## config.mk

```make
export PLATFORM = sky130hd
export DESIGN_NAME = bba_first_clear
export DESIGN_NICKNAME = d
export VERILOG_FILES = /design/src/hdl/bitmap_block_allocator_macros.svh /design/src/hdl/bba_first_clear.sv
export SDC_FILE = /design/constraint.sdc
export NUM_CORES = 1
export LEC_CHECK = 0
export BUFFER_PORTS_ARGS = -buffer_cell sky130_fd_sc_hd__buf_2
export CORE_AREA = 2 2 39 41
export DETAILED_ROUTE_END_ITERATION = 16
export DIE_AREA = 0 0 41 43
export PLACE_DENSITY = 0.48
export SLEW_MARGIN = 20
export SYNTH_ARGS = -nofsm -noshare
export SYNTH_HDL_FRONTEND = slang
export SYNTH_SLANG_ARGS = --single-unit
```

## constraint.sdc

```tcl
create_clock -name vclk -period 1.1
set_clock_uncertainty 0.15 [all_clocks]
set_input_delay 0.275 -clock vclk [all_inputs]
set_output_delay 0.275 -clock vclk [all_outputs]
set_load 0.005 [all_outputs]
```

## src/hdl/bitmap_block_allocator_macros.svh

```systemverilog
// ----------------------------------------------------------------------------
// Bitmap block allocator assertion macros
// Concurrent checks that compile away when SYNTH is defined.
// ----------------------------------------------------------------------------
`ifndef BITMAP_BLOCK_ALLOCATOR_MACROS_SVH
`define BITMAP_BLOCK_ALLOCATOR_MACROS_SVH

`ifndef SYNTH

`define BBA_ASSERT_SAME(lbl, clk, rstn, ante, cons) \
    lbl: assert property (@(posedge clk) disable iff (!rstn) (ante) |-> (cons)) \
        else $error("bitmap allocator check failed");

`define BBA_ASSERT_NEXT(lbl, clk, rstn, ante, cons) \
    lbl: assert property (@(posedge clk) disable iff (!rstn) (ante) |=> (cons)) \
        else $error("bitmap allocator check failed");

`else

`define BBA_ASSERT_SAME(lbl, clk, rstn, ante, cons)

`define BBA_ASSERT_NEXT(lbl, clk, rstn, ante, cons)

`endif

`endif

```

## src/hdl/bba_first_clear.sv

```systemverilog
// ----------------------------------------------------------------------------
// First clear bit finder
// Priority encoder that returns the lowest clear bit of one bitmap word.
// ----------------------------------------------------------------------------
`timescale 1ns / 1ps
`default_nettype none

module bba_first_clear #(
    parameter int WORD_BITS = 16,
    localparam int BIT_W    = $clog2(WORD_BITS)
) (
    input  logic [WORD_BITS-1:0] word,
    output logic                 found,
    output logic [BIT_W-1:0]     bit_index
);

    always_comb
    begin
        bit_index = '0;
        for (int i = WORD_BITS - 1; i >= 0; i--)
        begin
            if (!word[i])
            begin
                bit_index = BIT_W'(i);
            end
        end
    end

    assign found = ~&word;

endmodule

`default_nettype wire

```

==> results of run 1 <==
## critical path: stages
cell and delay [ps]:
buf_8 80, nand2_4 50, buf_6 110, nor3_4 190
nand2_1 70, buf_2 120
## cells in the mapped netlist
library cell / n
a311oi_1: 1
nor2_1: 4
inv_1: 4
a31oi_1: 2
nand2_2: 1
nand2_1: 7
nand4_1: 4
o21ai_0: 3
a21oi_1: 2
nand3_1: 1
o21a_1: 1
nor3_1: 2
o21ai_1: 2
## metrics by stage
stage	power (mW)	setup TNS (ps)
global route	0.140	-1370
finish	0.129	-1070
detailed placement	0.0877	-1270
CTS	0.117	-1050
global placement	0.0869	-1270
floorplan	0.0292	-9.55
## what timing repair did
action | CTS | global route
gates cloned | 0 | 0
buffers inserted | 0 | 0
hold buffers | 0 | 0
pin swaps | 6 | 3
endpoints found under the setup margin | 5 | 5
endpoints found under the hold margin | 0 | 0
resized for setup | 19 | 9
## area by class of cell
type | count | area share
tap | 16 | 0.0476
timing repair buffer | 23 | 0.449
multi-input combinational | 30 | 0.467
inverter | 4 | 0.0357
## metal layers
layer	up-vias	global-route usage	share of wire
met1	140	0.102	0.39
met2	14	0.147	0.51
li1	172	-	-
met5	-	0	0
met3	0	0.00524	0.096
met4	0	0	0
## logic make-up (layout without fill, tap and decap cells)
kind of cell,Yosys count,after routing,synth area share
AND/OR/NAND/NOR,19,19,0.526
AO/OA/AOI/OAI,11,11,0.383
buffers and inverters,4,27,0.0902
## where the power goes
part / internal [mW] / total, mW / switching (mW)
Clock: 0 / 0 / 0
Sequential: 0 / 0 / 0
Combinational: 0.0720 / 0.129 / 0.0567
## worst max-delay path by stage
stage / slack [ps] / startpoint / depth (start not counted) / to
4_1_cts: -220 / word[14] / 6 / bit_index[0]
2_1_floorplan: -10 / word[10] / 4 / bit_index[0]
3_5_place_dp: -290 / word[12] / 5 / found
3_3_place_gp: -280 / word[12] / 5 / found
6_report: -230 / word[10] / 6 / found
5_1_grt: -280 / word[10] / 6 / bit_index[1]
==> flow_metrics.py, run 1 <==
metrics = {
    "routing": {
        "drtAntennaViolNets": 0,
        "drc": 0,
        "drt-initial-drc-count": 6,
        "wl_per_cell_um": 9.56,
        "detail_route.vias_per_cell": 4.47,
        "drt_pass1_iterations": 2,
        "drt_wl_total_um": 698,
        "vias": 326,
    },
    "timing": {
        "fmaxAchievable_mhz": 754,
        "fin_ws_ps": -226,
        "hold_viol": 0,
        "setup_viol": 5,
        "slew_headroom": 0.878,
        "tightest_slew_ps": 183,
        "hold_slack_ps": 740,
        "period_needed_ps": 1330,
        "slew_viol_final": 0,
        "rsz0062_at_grt": "yes",
        "period_share": 1.21,
    },
    "synth": {
        "syn_nets": 50,
        "syn_avg_cell_area_um2": 4.89,
        "syn-cell-area_um2": 166,
        "synth_top_area_cell": "nand2_1",
        "yosysUniqueCellTypes": 13,
        "synth_top_cell_area_share": 0.158,
        "synthCells": 34,
        "yosysWarnings": 0,
        "synth_area_leaders": "nand2_1 16%, nand4_1 15%, o21ai_0 9.0%",
        "seq_area_frac_synth": 0,
    },
    "place": {
        "dp_slack_ps": -285,
        "dp_hpwl_um": 576,
        "post-place-cells": 73,
        "placed_area_um2": 312,
        "globalplace.congestion": 0.616,
        "io_buffers": 21,
    },
    "status": {
        "outcome": "finished with violations",
        "violations": "negative setup slack",
    },
    "global_route": {
        "grt_max_degree": 6,
        "grt-ovfl-total": 0,
        "grt_pass1_vias": 278,
        "grt_usage": 0.0800,
        "antenna_found_initial": 0,
        "grt_pass1_wl_um": 1060,
    },
    "worst_setup_path": {
        "path_class": "input port to output pin",
        "cp-start-kind": "input port",
        "arrival_ps": 900,
        "critPathRequiredTime_ps": 670,
        "path_max_fanout": 3,
        "worstSetupEndpointType": "output pin",
    },
    "die": {
        "initial_core_util": 0.120,
        "num_rows": 14,
        "core_area_um2": 1380,
        "dieArea_um2": 1760,
        "die_h_um": 43,
        "die_x_um": 41,
        "io_pins": 21,
    },
    "hold_path": {
        "hold_end": "bit_index[0]",
        "hold_class": "input port to output pin",
        "min-delay-start": "word[0]",
        "holdPathStages": 4,
    },
    "layout": {
        "area_delta_synth_final_pct": 153,
        "design_area_um2": 420,
        "fin_cells": 73,
        "antennaDiodeCount": 0,
        "mostFrequentLayoutCell": "buf_2",
        "nFlopsAndLatches": 0,
        "regArea_um2": 0,
        "layout_common_cells": "10 x buf_2, 5 x nand2_1, 5 x buf_4, 5 x buf_6",
        "nClkBuffers": 0,
        "nNetsFinal": 75,
        "drive_gt1_frac": 0.596,
        "final.fill_count": 165,
        "multi_input_area_um2": 196,
        "final_core_util": 0.304,
    },
    "pwr": {
        "leakage_nw": 0.198,
        "pwr_density_cell_nw_per_um2": 306,
        "ir_drop_mv": 0.131,
    },
    "flow_run": {
        "maxCapViolCount": 0,
    },
}
Note: power is estimated with default switching activity, not from simulation.
==> inputs of run 2 (changes only) <==
--- a/config.mk
+++ b/config.mk
@@ -10,7 +10,8 @@
 export DETAILED_ROUTE_END_ITERATION = 16
 export DIE_AREA = 0 0 41 43
 export PLACE_DENSITY = 0.48
-export SLEW_MARGIN = 20
+export SETUP_SLACK_MARGIN = 0.2
+export SLEW_MARGIN = 10
 export SYNTH_ARGS = -nofsm -noshare
 export SYNTH_HDL_FRONTEND = slang
 export SYNTH_SLANG_ARGS = --single-unit
==> run 2 against run 1 <==
Against the previous run:
- the flow still finishes with violations (negative setup slack)
- sequential cell count stayed put
- die area stayed put
- non-clock buffer count down 2
- final cell count is 2.7% lower
- critical path depth unchanged
- count of clock-buffer cells in the layout unchanged
- via count decreased by 2.8%
- design area grew 4.5%
- hold slack got worse by 40 ps
- highest routed layer unchanged
==> flow_metrics.py, run 2 (synthesis gave the netlist of run 1 again) <==
metrics = {
    "status": {
        "outcome": "finished with violations",
        "violations": "negative setup slack",
    },
    "pwr": {
        "leakage_nw": 0.186,
        "pwr_density_cell_nw_per_um2": 311,
        "ir_drop_mv": 0.123,
    },
    "place": {
        "globalplace.congestion": 0.620,
        "dp_hpwl_um": 582,
        "placed_area_um2": 323,
        "io_buffers": 21,
    },
    "layout": {
        "nClkBuffers": 0,
        "design_area_um2": 439,
        "nNetsFinal": 73,
        "area_delta_synth_final_pct": 164,
        "layout_common_cells": "8 x buf_6, 8 x buf_2, 6 x nand2_1, 4 x nand4_1, 4 x nor2_1",
        "nFlopsAndLatches": 0,
        "regArea_um2": 0,
        "antennaDiodeCount": 0,
        "final_core_util": 0.317,
        "drive_gt1_frac": 0.564,
    },
    "timing": {
        "period_share": 1.23,
        "slew_viol_final": 0,
        "setup_tns_ps": -1040,
        "setup_viol": 5,
        "tightest_slew_ps": 199,
        "slew_headroom": 0.866,
        "hold_viol": 0,
        "period_needed_ps": 1350,
        "fmaxAchievable_mhz": 742,
        "rsz0062_at_grt": "yes",
        "fin_ws_ps": -248,
    },
    "worst_setup_path": {
        "critPathRequiredTime_ps": 670,
        "worstSetupEndpointType": "output pin",
        "path_class": "input port to output pin",
        "path_max_fanout": 3,
        "crit_start": "word[15]",
        "arrival_ps": 920,
        "cp-start-kind": "input port",
    },
    "clocking": {
        "holdBufCountCts": 0,
        "post_cts.repair.setup_buffers": 0,
    },
    "die": {
        "die_x_um": 41,
        "io_pins": 21,
        "initial_core_util": 0.120,
        "num_rows": 14,
        "core_area_um2": 1380,
        "dieArea_um2": 1760,
        "die_h_um": 43,
    },
    "hold_path": {
        "hold_class": "input port to output pin",
        "holdPathStages": 4,
        "min-delay-start": "word[0]",
    },
    "flow_run": {
        "maxCapViolCount": 0,
    },
    "global_route": {
        "grt_max_degree": 6,
        "grt-ovfl-total": 0,
        "grt_pass1_wl_um": 1010,
        "grt_usage": 0.0759,
        "grt_pass1_vias": 267,
        "antenna_found_initial": 0,
    },
    "routing": {
        "wl_per_cell_um": 9.51,
        "drc": 0,
        "vias": 317,
        "drt_wl_total_um": 675,
        "drt_pass1_iterations": 2,
        "drt-initial-drc-count": 4,
        "detail_route.vias_per_cell": 4.46,
        "drtAntennaViolNets": 0,
    },
}
==> run 2: cell types whose count changed in the layout (fill, tap and decap cells not counted), sizes merged <==
cell	previous run	this run
buf	23	21
==> run 2: report_power, final <==
group	internal (mW)	total [mW]	switching, mW
combinational	0.0773	0.137	0.0593
sequential	0	0	0
clock	0	0	0
total	0.0773	0.137	0.0593
==> run 2: final timing paths <==
check / to / slack (ps)
worst max-delay path: bit_index[1] / -250
worst min-delay path: bit_index[0] / 700
==> run 2: cell type report <==
cell class	instances	area, µm²
Fill cell	152	945
Inverter	4	22.5
Multi-Input combinational cell	30	206
Tap cell	16	20.0
Timing Repair Buffer	21	190
==> run 2: what timing repair did <==
item / in CTS / in global routing
resized for setup: 20 / 8
setup endpoints to repair: 5 / 5
hold endpoints to repair: 0 / 0
pin swaps: 2 / 4
==> run 2: critical path, stage by stage <==
cell and delay (ps):
buf_4 100, nand2_1 80, a31oi_4 120, nor2_1 60
o21a_1 170, buf_2 120
==> run 2: routing by layer <==
layer,wire length [µm],part of all wire,GRT usage,vias to the layer above
li1,-,-,-,169
met4,0,0,0,0
met2,336,0.50,0.134,13
met5,0,0,0,-
met1,280,0.41,0.104,135
met3,58,0.086,0,0
==> run 2: metrics by stage <==
stage / hold slack, ps / cells / power, mW / worst slack [ps]
after detailed placement: 749 / 71 / 0.0923 / -380
after global placement: 759 / 71 / 0.0919 / -370
after CTS: 706 / 71 / 0.128 / -252
after floorplan: 494 / 34 / 0.0334 / 14.7
final: 701 / 71 / 0.137 / -248
after global routing: 724 / 71 / 0.148 / -282
