===== config.mk =====
export PLATFORM = sky130hd
export DESIGN_NAME = bba_block_split
export DESIGN_NICKNAME = d
export VERILOG_FILES = /design/src/hdl/bitmap_block_allocator_macros.svh /design/src/hdl/bba_pkg.sv /design/src/hdl/bba_block_split.sv
export SDC_FILE = /design/constraint.sdc
export NUM_CORES = 1
export LEC_CHECK = 0
export BUFFER_PORTS_ARGS = -buffer_cell sky130_fd_sc_hd__buf_2
export CAP_MARGIN = 20
export CORE_ASPECT_RATIO = 0.9
export CORE_MARGIN = 1.5
export CORE_UTILIZATION = 35
export DETAILED_ROUTE_END_ITERATION = 10
export PLACE_DENSITY_LB_ADDON = 0.05
export SLEW_MARGIN = 20
export SYNTH_ARGS = -nofsm -noshare
export SYNTH_HDL_FRONTEND = slang
export SYNTH_SLANG_ARGS = --single-unit

===== constraint.sdc =====
create_clock -name clk -period 0.8 [get_ports clk]
set_input_delay 0.04 -clock clk [delete_from_list [all_inputs] [get_ports clk]]
set_output_delay 0.04 -clock clk [all_outputs]
set_load 0.02 [all_outputs]

===== src/hdl/bitmap_block_allocator_macros.svh =====
// ----------------------------------------------------------------------------
// Bitmap block allocator assertion macros
// Concurrent checks that compile away when SYNTH is defined.
// ----------------------------------------------------------------------------
`ifndef BITMAP_BLOCK_ALLOCATOR_MACROS_SVH
`define BITMAP_BLOCK_ALLOCATOR_MACROS_SVH

`ifndef SYNTH

`define BBA_ASSERT_SAME(lbl, clk, rstn, ante, cons) \
    lbl: assert property (@(posedge clk) disable iff (!rstn) (ante) |-> (cons)) \
        else $error("bitmap allocator check failed");

`define BBA_ASSERT_NEXT(lbl, clk, rstn, ante, cons) \
    lbl: assert property (@(posedge clk) disable iff (!rstn) (ante) |=> (cons)) \
        else $error("bitmap allocator check failed");

`else

`define BBA_ASSERT_SAME(lbl, clk, rstn, ante, cons)

`define BBA_ASSERT_NEXT(lbl, clk, rstn, ante, cons)

`endif

`endif


===== src/hdl/bba_pkg.sv =====
// ----------------------------------------------------------------------------
// Bitmap block allocator package
// Field widths, request codes and status codes shared by the design.
// ----------------------------------------------------------------------------
`timescale 1ns / 1ps
`default_nettype none

package bba_pkg;

    localparam int FUNC_W      = 2;
    localparam int INDEX_W     = 12;
    localparam int BLOCK_LIMIT = 4096;

    typedef enum logic [FUNC_W-1:0] {
        FUNC_ALLOC = 2'd0,
        FUNC_FREE  = 2'd1,
        FUNC_MARK  = 2'd2
    } func_t;

    localparam logic STATUS_OK   = 1'b0;
    localparam logic STATUS_FULL = 1'b1;

endpackage

`default_nettype wire


===== src/hdl/bba_block_split.sv =====
// ----------------------------------------------------------------------------
// Block number split
// Two-stage divide of a block number by the word width, giving the word
// index and the bit index, using a reciprocal multiply and one correction.
// ----------------------------------------------------------------------------
`timescale 1ns / 1ps
`default_nettype none

module bba_block_split #(
    parameter int WORD_BITS = 16,
    localparam int Q_W      = $clog2((bba_pkg::BLOCK_LIMIT - 1) / WORD_BITS + 1),
    localparam int BIT_W    = $clog2(WORD_BITS)
) (
    input  logic                          clk,
    input  logic                          rst_n,
    input  logic                          start,
    input  logic [bba_pkg::INDEX_W-1:0]   block_index,
    output logic                          done,
    output logic [Q_W-1:0]                word_index,
    output logic [BIT_W-1:0]              bit_index
);

    localparam int RECIP_SHIFT = 24;
    localparam int RECIP       = (1 << RECIP_SHIFT) / WORD_BITS;
    localparam int RECIP_W     = $clog2(RECIP + 1);
    localparam int PROD_W      = bba_pkg::INDEX_W + RECIP_W;

    localparam logic [bba_pkg::INDEX_W-1:0] WB_C = bba_pkg::INDEX_W'(WORD_BITS);

    logic                          s1_valid_reg;
    logic                          s2_valid_reg;
    logic [Q_W-1:0]                q0_reg;
    logic [bba_pkg::INDEX_W-1:0]   idx1_reg;
    logic [Q_W-1:0]                word_reg;
    logic [BIT_W-1:0]              bit_reg;

    logic [PROD_W-1:0]             prod;
    logic [bba_pkg::INDEX_W-1:0]   base;
    logic [bba_pkg::INDEX_W-1:0]   rem0;
    logic [Q_W-1:0]                word_next;
    logic [BIT_W-1:0]              bit_next;

    assign prod = PROD_W'(block_index) * PROD_W'(RECIP);
    assign base = bba_pkg::INDEX_W'(q0_reg) * WB_C;
    assign rem0 = idx1_reg - base;

    always_comb
    begin
        if (rem0 >= WB_C)
        begin
            word_next = q0_reg + Q_W'(1);
            bit_next  = BIT_W'(rem0 - WB_C);
        end
        else
        begin
            word_next = q0_reg;
            bit_next  = BIT_W'(rem0);
        end
    end

    always_ff @(posedge clk or negedge rst_n)
    begin
        if (!rst_n)
        begin
            s1_valid_reg <= 1'b0;
            s2_valid_reg <= 1'b0;
        end
        else
        begin
            s1_valid_reg <= start;
            s2_valid_reg <= s1_valid_reg;
        end
    end

    always_ff @(posedge clk)
    begin
        q0_reg   <= Q_W'(prod >> RECIP_SHIFT);
        idx1_reg <= block_index;
        word_reg <= word_next;
        bit_reg  <= bit_next;
    end

    assign done       = s2_valid_reg;
    assign word_index = word_reg;
    assign bit_index  = bit_reg;

endmodule

`default_nettype wire


==> results of run 1 <==
-- cells by family after synthesis --
kind of cell	count (synthesis)	synth area share
DFF	26	1.00
-- power by group through the flow --
stage          logic (W)  registers, W  clock network (W)
6_report        0.000203       0.00139           0.000614
5_1_grt         0.000215       0.00140           0.000686
4_1_cts         0.000204       0.00140           0.000629
3_5_place_dp    0.000112       0.00141                  0
3_3_place_gp    0.000110       0.00141                  0
2_1_floorplan          0       0.00145                  0
-- what timing repair did --
action                                 4_1_cts  5_1_grt
hold buffers                                14        0
setup endpoints to repair                   13       13
endpoints found under the hold margin       15        0
cloned                                       0        0
resized for setup                           38        0
-- final cells by class --
cell class,count,area (sq um),area share
timing repair buffer,41,357,0.373
clock buffer,4,36.3,0.0379
sequential,26,546,0.570
tap,15,18.8,0.0196
-- cell usage after synthesis --
cell                       n  share of area
sky130_fd_sc_hd__dfxtp_1  24           0.91
sky130_fd_sc_hd__dfrtp_1   2          0.094
-- layout by cell type (no fill, tap or decap) --
cell type	n
sky130_fd_sc_hd__buf_2	14
sky130_fd_sc_hd__buf_6	13
sky130_fd_sc_hd__clkbuf_4	3
sky130_fd_sc_hd__clkbuf_8	1
sky130_fd_sc_hd__dfrtp_1	2
sky130_fd_sc_hd__dfxtp_1	12
sky130_fd_sc_hd__dfxtp_2	12
sky130_fd_sc_hd__dlygate4sd3_1	14
-- per-stage QoR --
stage	util	setup TNS [ns]	instance area, sq um
floorplan	-	0	531
global placement	0.478	0	684
detailed placement	0.478	0	684
CTS	0.669	-0.110	957
global route	0.669	-0.442	957
finish	0.669	-0.0634	957
-- worst min path at each step --
stage | endpoint | slack [ns] | cells past startpoint
floorplan | done | -0.26 | 0
global placement | done | -0.18 | 1
detailed placement | s1_valid_reg | -0.17 | 1
CTS | done | 0.03 | 2
global route | done | 0.01 | 2
finish | done | 0.03 | 2
-- routing by layer --
metal | up-vias | wire length, um
li1 | 169 | -
met3 | 2 | 49
met4 | 0 | 6
met1 | 154 | 276
met2 | 15 | 473
met5 | - | 0
==> run summary, run 1 <==
The number of I/O port buffers came out at 27. The static power due to leakage is 0.439 nW. The max-capacitance violation count is 0. The maximum vdd drop came out at 1530 uV. The via count of the first global-routing pass came out at 342. The number of setup violations in the final report is 2. The slew of the pin with the lowest slew margin is 0.126 ns. The ratio of cells with drive above 1 in the final layout is 0.606. The number of non-filler instances in the completed layout came out at 86. The worst setup path endpoint is done. The data arrival time of the critical path is 0.82 ns. In the synthesized netlist, the number of instances is 26. The total track usage came out at 0.100.

The area occupied by multi-input gates is 0 sq um. The die outline area came out at 1760 sq um. The worst slew margin relative to its limit came out at 0.916.

The destination of the worst register-to-register timing path is done. The CTS sink count is 26. The signal on the critical path passes through buf_6.

The cell-internal power is 0.00178 W. The peak-usage layer in the global routing report is met2. The flop and latch count out of synthesis is 26. The mean routed wirelength per cell came out at 9.37 um. The max-slew violation count came out at 0. The first TritonRoute pass finished after 2 iterations. The layout multi-input combinational cell count is 0.

The distinct cell type count of the synthesized netlist came out at 2. The first element of the critical path is done. The portion of total power attributed to sequential cells is 0.630. The mean instance size in the synthesized netlist is 20.4 sq um. On the critical path the largest part of the delay comes from flip-flops.

The clock transition at the registers of the reported paths came out at 0.13 ns. The vertical die dimension is 39.9 um. The global-route met3 utilization is 0.0270. For this run, the post-layout net count is 87. The standard-cell row count is 13. The slowest library cell on the worst path is sky130_fd_sc_hd__dfrtp_1. Setup repair after global routing could not meet its margin everywhere.

The post-place setup slack came out at 0.275 ns. The final-layout worst hold slack is 0.0288 ns. The startpoint of the lowest-slack register-to-register path is s1_valid_reg. The final worst-path cycle share is 1.08. Data on the critical path is required at its endpoint by 0.76 ns. The largest net degree at the start of global routing is 15. The number of cells traversed by the worst register-to-register path is 0. The number of vias per cell came out at 3.95. The number of antenna-violating nets in the routed design came out at 0.

Timing would allow up to 1.16 GHz. The overall power came out at 0.00221 W. The number of antenna violations at the first check in global routing is 0. Summed over all layers, the global routing overflow is 0.

The areal power density over the cells came out at 2310 nW/um^2. The number of DRC violations after detailed routing is 0. The initial core utilization came out at 0.371. Synthesis produced a netlist with a net count of 41. CTS placed an instance of sky130_fd_sc_hd__clkbuf_4 at the clock tree root. By startpoint and endpoint, the worst setup path is classified as reg -> out. For this design the top-level I/O count stands at 28.

The placed instance count is 68. The placer's final routability congestion estimate is 0.624. The routed layout has 340 vias. The worst path in the final design needs a cycle of 0.863 ns, including I/O delays and setup.

The first-iteration detailed-routing DRC count came out at 2. The setup slack on the worst flop-to-flop path is 0.32 ns. The setup slack of the critical path after layout came out at -0.0626 ns.

In this run the standard cell core region covers 1430 sq um. TritonCTS built the clock tree. Once the clock tree was built, the setup fixing pass inserted 0 buffers. The logic depth of the worst setup path including buffers is 1. The final hold violation count came to 0. The first-pass GRT wire length is 1210 um. The part of the Yosys area used for sequential elements came out at 1.00. The final routed wirelength across all metal layers came out at 806 um. In this run the number of H-tree levels came out at 1. The final reports fail on negative setup slack. The floorplan step set the die width to 44.0 um. The number of antenna diodes in the final layout is 0.

The number of clock buffers inserted by TritonCTS is 3. In this run the worst hold path is classified as in -> async. During synthesis, Yosys emitted a total of 0 warnings.

Together, buffers and inverters on the worst path number 1. The delay of the slowest cell on the worst path is 0.40 ns. The count of fill cells added during filler insertion is 108. The share of total power dissipated in the clock network is 0.278. The register with the most flip-flops in the layout has 12 of them. The mapped netlist covers 531 sq um.

The combinational cell fraction of total power came out at 0.092. In the global route stage, met1 resource usage came out at 0.0912. Of the total power, the share spent switching nets is 0.195. The clock reaches the later pin of the worst-skew pair after 0.30 ns. The setup skew after layout came out at 0.00368 ns.

The kind of capture point of the worst setup path is an output pin. The flow ran to the end, but the final reports show violations. The net switching power is 0.000432 W. The worst setup path is launched from a flip-flop. The maximum fanout along the worst path is 1.

The routing usage on met2 came out at 0.210. The layout overhead on the synthesized area is 80.4%. The number of buffers on the longest clock path is 2.
No activity file was read; power rests on OpenSTA's default activity.
==> run 2: changes to the inputs <==
--- a/config.mk
+++ b/config.mk
@@ -11,6 +11,7 @@
 export CORE_MARGIN = 1.5
 export CORE_UTILIZATION = 35
 export DETAILED_ROUTE_END_ITERATION = 10
+export MAX_ROUTING_LAYER = met4
 export PLACE_DENSITY_LB_ADDON = 0.05
 export SLEW_MARGIN = 20
 export SYNTH_ARGS = -nofsm -noshare
==> run summary, run 2 (same netlist as run 1, synthesis figures left out) <==
The flow ran to the end, but the final reports show violations. The final reports fail on negative setup slack. The CTS tree is yes. The largest net degree at the start of global routing is 15 (unchanged). The maximum vdd drop is 1500 uV (-1.8%). The worst path buffer plus inverter count came out at 1 (unchanged). The setup skew after layout was 0.00222 ns (-0.00146 ns).

The via count of the first global-routing pass is 342 (unchanged). The ratio of cells with drive above 1 in the final layout is 0.606 (unchanged). The number of antenna cells inserted is 0 (unchanged). The data arrival time of the critical path is 0.82 ns (about the same). The clock transition at the registers of the reported paths is 0.12 ns (about the same). The mean routed wirelength per cell is 9.30 um (-0.74%).

The final routed wirelength across all metal layers is 800 um (-0.74%). The tree is rooted in a sky130_fd_sc_hd__clkbuf_4. The flip-flop count of the largest register, all copies and words added came out at 12 (unchanged). The CTS sink count is 26 (unchanged). The final hold violation count is 0 (unchanged). The total global routing overflow came to 0 (unchanged). The vertical die dimension is 39.9 um (unchanged). The setup TNS after final layout came out at -0.0567 ns (+0.00669 ns). Traced cell by cell, the critical path runs through buf_6. The number of DRC violations after detailed routing came out at 0 (unchanged). The number of search-and-repair iterations in the first detailed-routing pass is 2 (unchanged). The placer's final routability congestion estimate came out at 0.629 (+0.75%). The standard-cell row count was 13 (unchanged).

Setup repair after global routing could not meet its margin everywhere. By startpoint and endpoint, the worst setup path is classified as reg -> out. The first-iteration detailed-routing DRC count came to 2 (unchanged). The number of antenna-violating nets in the routed design came out at 0 (unchanged).

The initial core utilization came out at 0.371 (unchanged). The number of clock buffers inserted by TritonCTS came out at 3 (unchanged). The worst min-delay path class is in -> async. The number of setup violations in the final report came out at 1 (-1).

The I/O pin total is 28 (unchanged). The total track usage came out at 0.103 (+0.00308). The clock latency of the later-clocked register in the worst-skew pair was 0.30 ns (about the same). The setup slack of the critical path after layout came to -0.0567 ns (+0.00587 ns). The buffer count from post-CTS setup fixing is 0 (unchanged). The die outline area is 1760 sq um (unchanged). The layout multi-input combinational cell count came out at 0 (unchanged).

The area occupied by multi-input gates is 0 sq um (unchanged). The post-place setup slack came out at 0.275 ns (unchanged). The total core area is 1430 sq um (unchanged). The max-capacitance violation count is 0 (unchanged). The maximum clock frequency came out at 1.17 GHz (+0.69%). In the layout the commonest cells are sky130_fd_sc_hd__dlygate4sd3_1, sky130_fd_sc_hd__buf_2, sky130_fd_sc_hd__buf_6. The final worst-path cycle share came out at 1.07 (-0.00734).

The layout overhead on the synthesized area came out at 80.4% (unchanged). The number of buffers on the longest clock path came to 2 (unchanged). The number of I/O port buffers came out at 27 (unchanged).

The number of vias per cell was 3.95 (unchanged). The count of fill cells added during filler insertion came out at 108 (unchanged). The startpoint type of the worst setup path is a flip-flop. The static power due to leakage came out at 0.439 nW (unchanged). The max-slew violation count came out at 0 (unchanged). The number of antenna violations at the first check in global routing came out at 0 (unchanged). The number of nets in the layout came out at 87 (unchanged). The slew of the pin with the lowest slew margin is 0.123 ns (-0.00346 ns).

The minimum clock period is 0.857 ns (-0.00587 ns). The maximum fanout along the worst path is 1 (unchanged). The placed instance count came out at 68 (unchanged).

The number of non-filler instances in the completed layout is 86 (unchanged). The width of the chip came out at 44.0 um (unchanged). The first-pass GRT wire length is 1210 um (unchanged). The detailed-route via count came out at 340 (unchanged). The delay of the slowest cell on the worst path is 0.39 ns (about the same). The slowest stage of the critical path is the sky130_fd_sc_hd__dfrtp_1 cell. The H-tree depth is 1 (unchanged). The kind of cell with the highest combined delay on the critical path is flip-flops.

The data required time at the worst endpoint came out at 0.76 ns (about the same). The areal power density over the cells came out at 2300 nW/um^2 (-0.38%). STA classifies the critical path endpoint as an output pin. The worst slew margin relative to its limit is 0.918 (+0.00230).
-- run 2: cell counts in the layout (fill, tap and decap cells not counted) --
Identical to the previous run, type by type.
-- run 2: report_power, final --
group | switching (W) | internal, W
combinational | 0.0000725 | 0.000131
clock | 0.000329 | 0.000277
sequential | 0.0000220 | 0.00137
-- run 2: worst paths after layout --
check	endpoint	cells after the start	slack (ns)	startpoint
max in group asynchronous	s1_valid_reg	2	0.67	rst_n
min in group clk	word_index[2]	0	0.34	idx1_reg[6]
setup / recovery	done	1	-0.06	done
setup reg to reg	done	0	0.32	s1_valid_reg
hold reg to reg	word_index[2]	0	0.34	idx1_reg[6]
hold / removal	done	2	0.03	rst_n
-- run 2: layout make-up --
type / instances / area [sq um] / share of cell area
sequential: 26 / 546 / 0.570
timing repair buffer: 41 / 357 / 0.373
clock buffer: 4 / 36.3 / 0.0379
tap: 15 / 18.8 / 0.0196
-- run 2: what timing repair did --
action / CTS / global route
hold buffers: 14 / 0
cloned: 0 / 0
endpoints found under the setup margin: 13 / 13
pin swaps: 0 / 0
hold endpoints to repair: 15 / 0
resized for setup: 38 / 0
-- run 2: per-layer routing --
| metal | global-route usage | up-vias | wire length [um] |
|---|---|---|---|
| li1 | - | 169 | - |
| met1 | 0.0912 | 154 | 270 |
| met2 | 0.210 | 15 | 473 |
| met3 | 0.0270 | 2 | 49 |
| met4 | 0.0455 | 0 | 6 |
| met5 | - | - | 0 |
-- run 2: per-stage QoR --
| stage | util | hold WS [ns] | instance area (sq um) | total power, W |
|---|---|---|---|---|
| floorplan | - | -0.256 | 531 | 0.00145 |
| global placement | 0.478 | -0.176 | 684 | 0.00152 |
| detailed placement | 0.478 | -0.172 | 684 | 0.00152 |
| CTS | 0.669 | 0.0331 | 957 | 0.00223 |
| global route | 0.669 | 0.0126 | 957 | 0.00230 |
| finish | 0.669 | 0.0344 | 957 | 0.00220 |
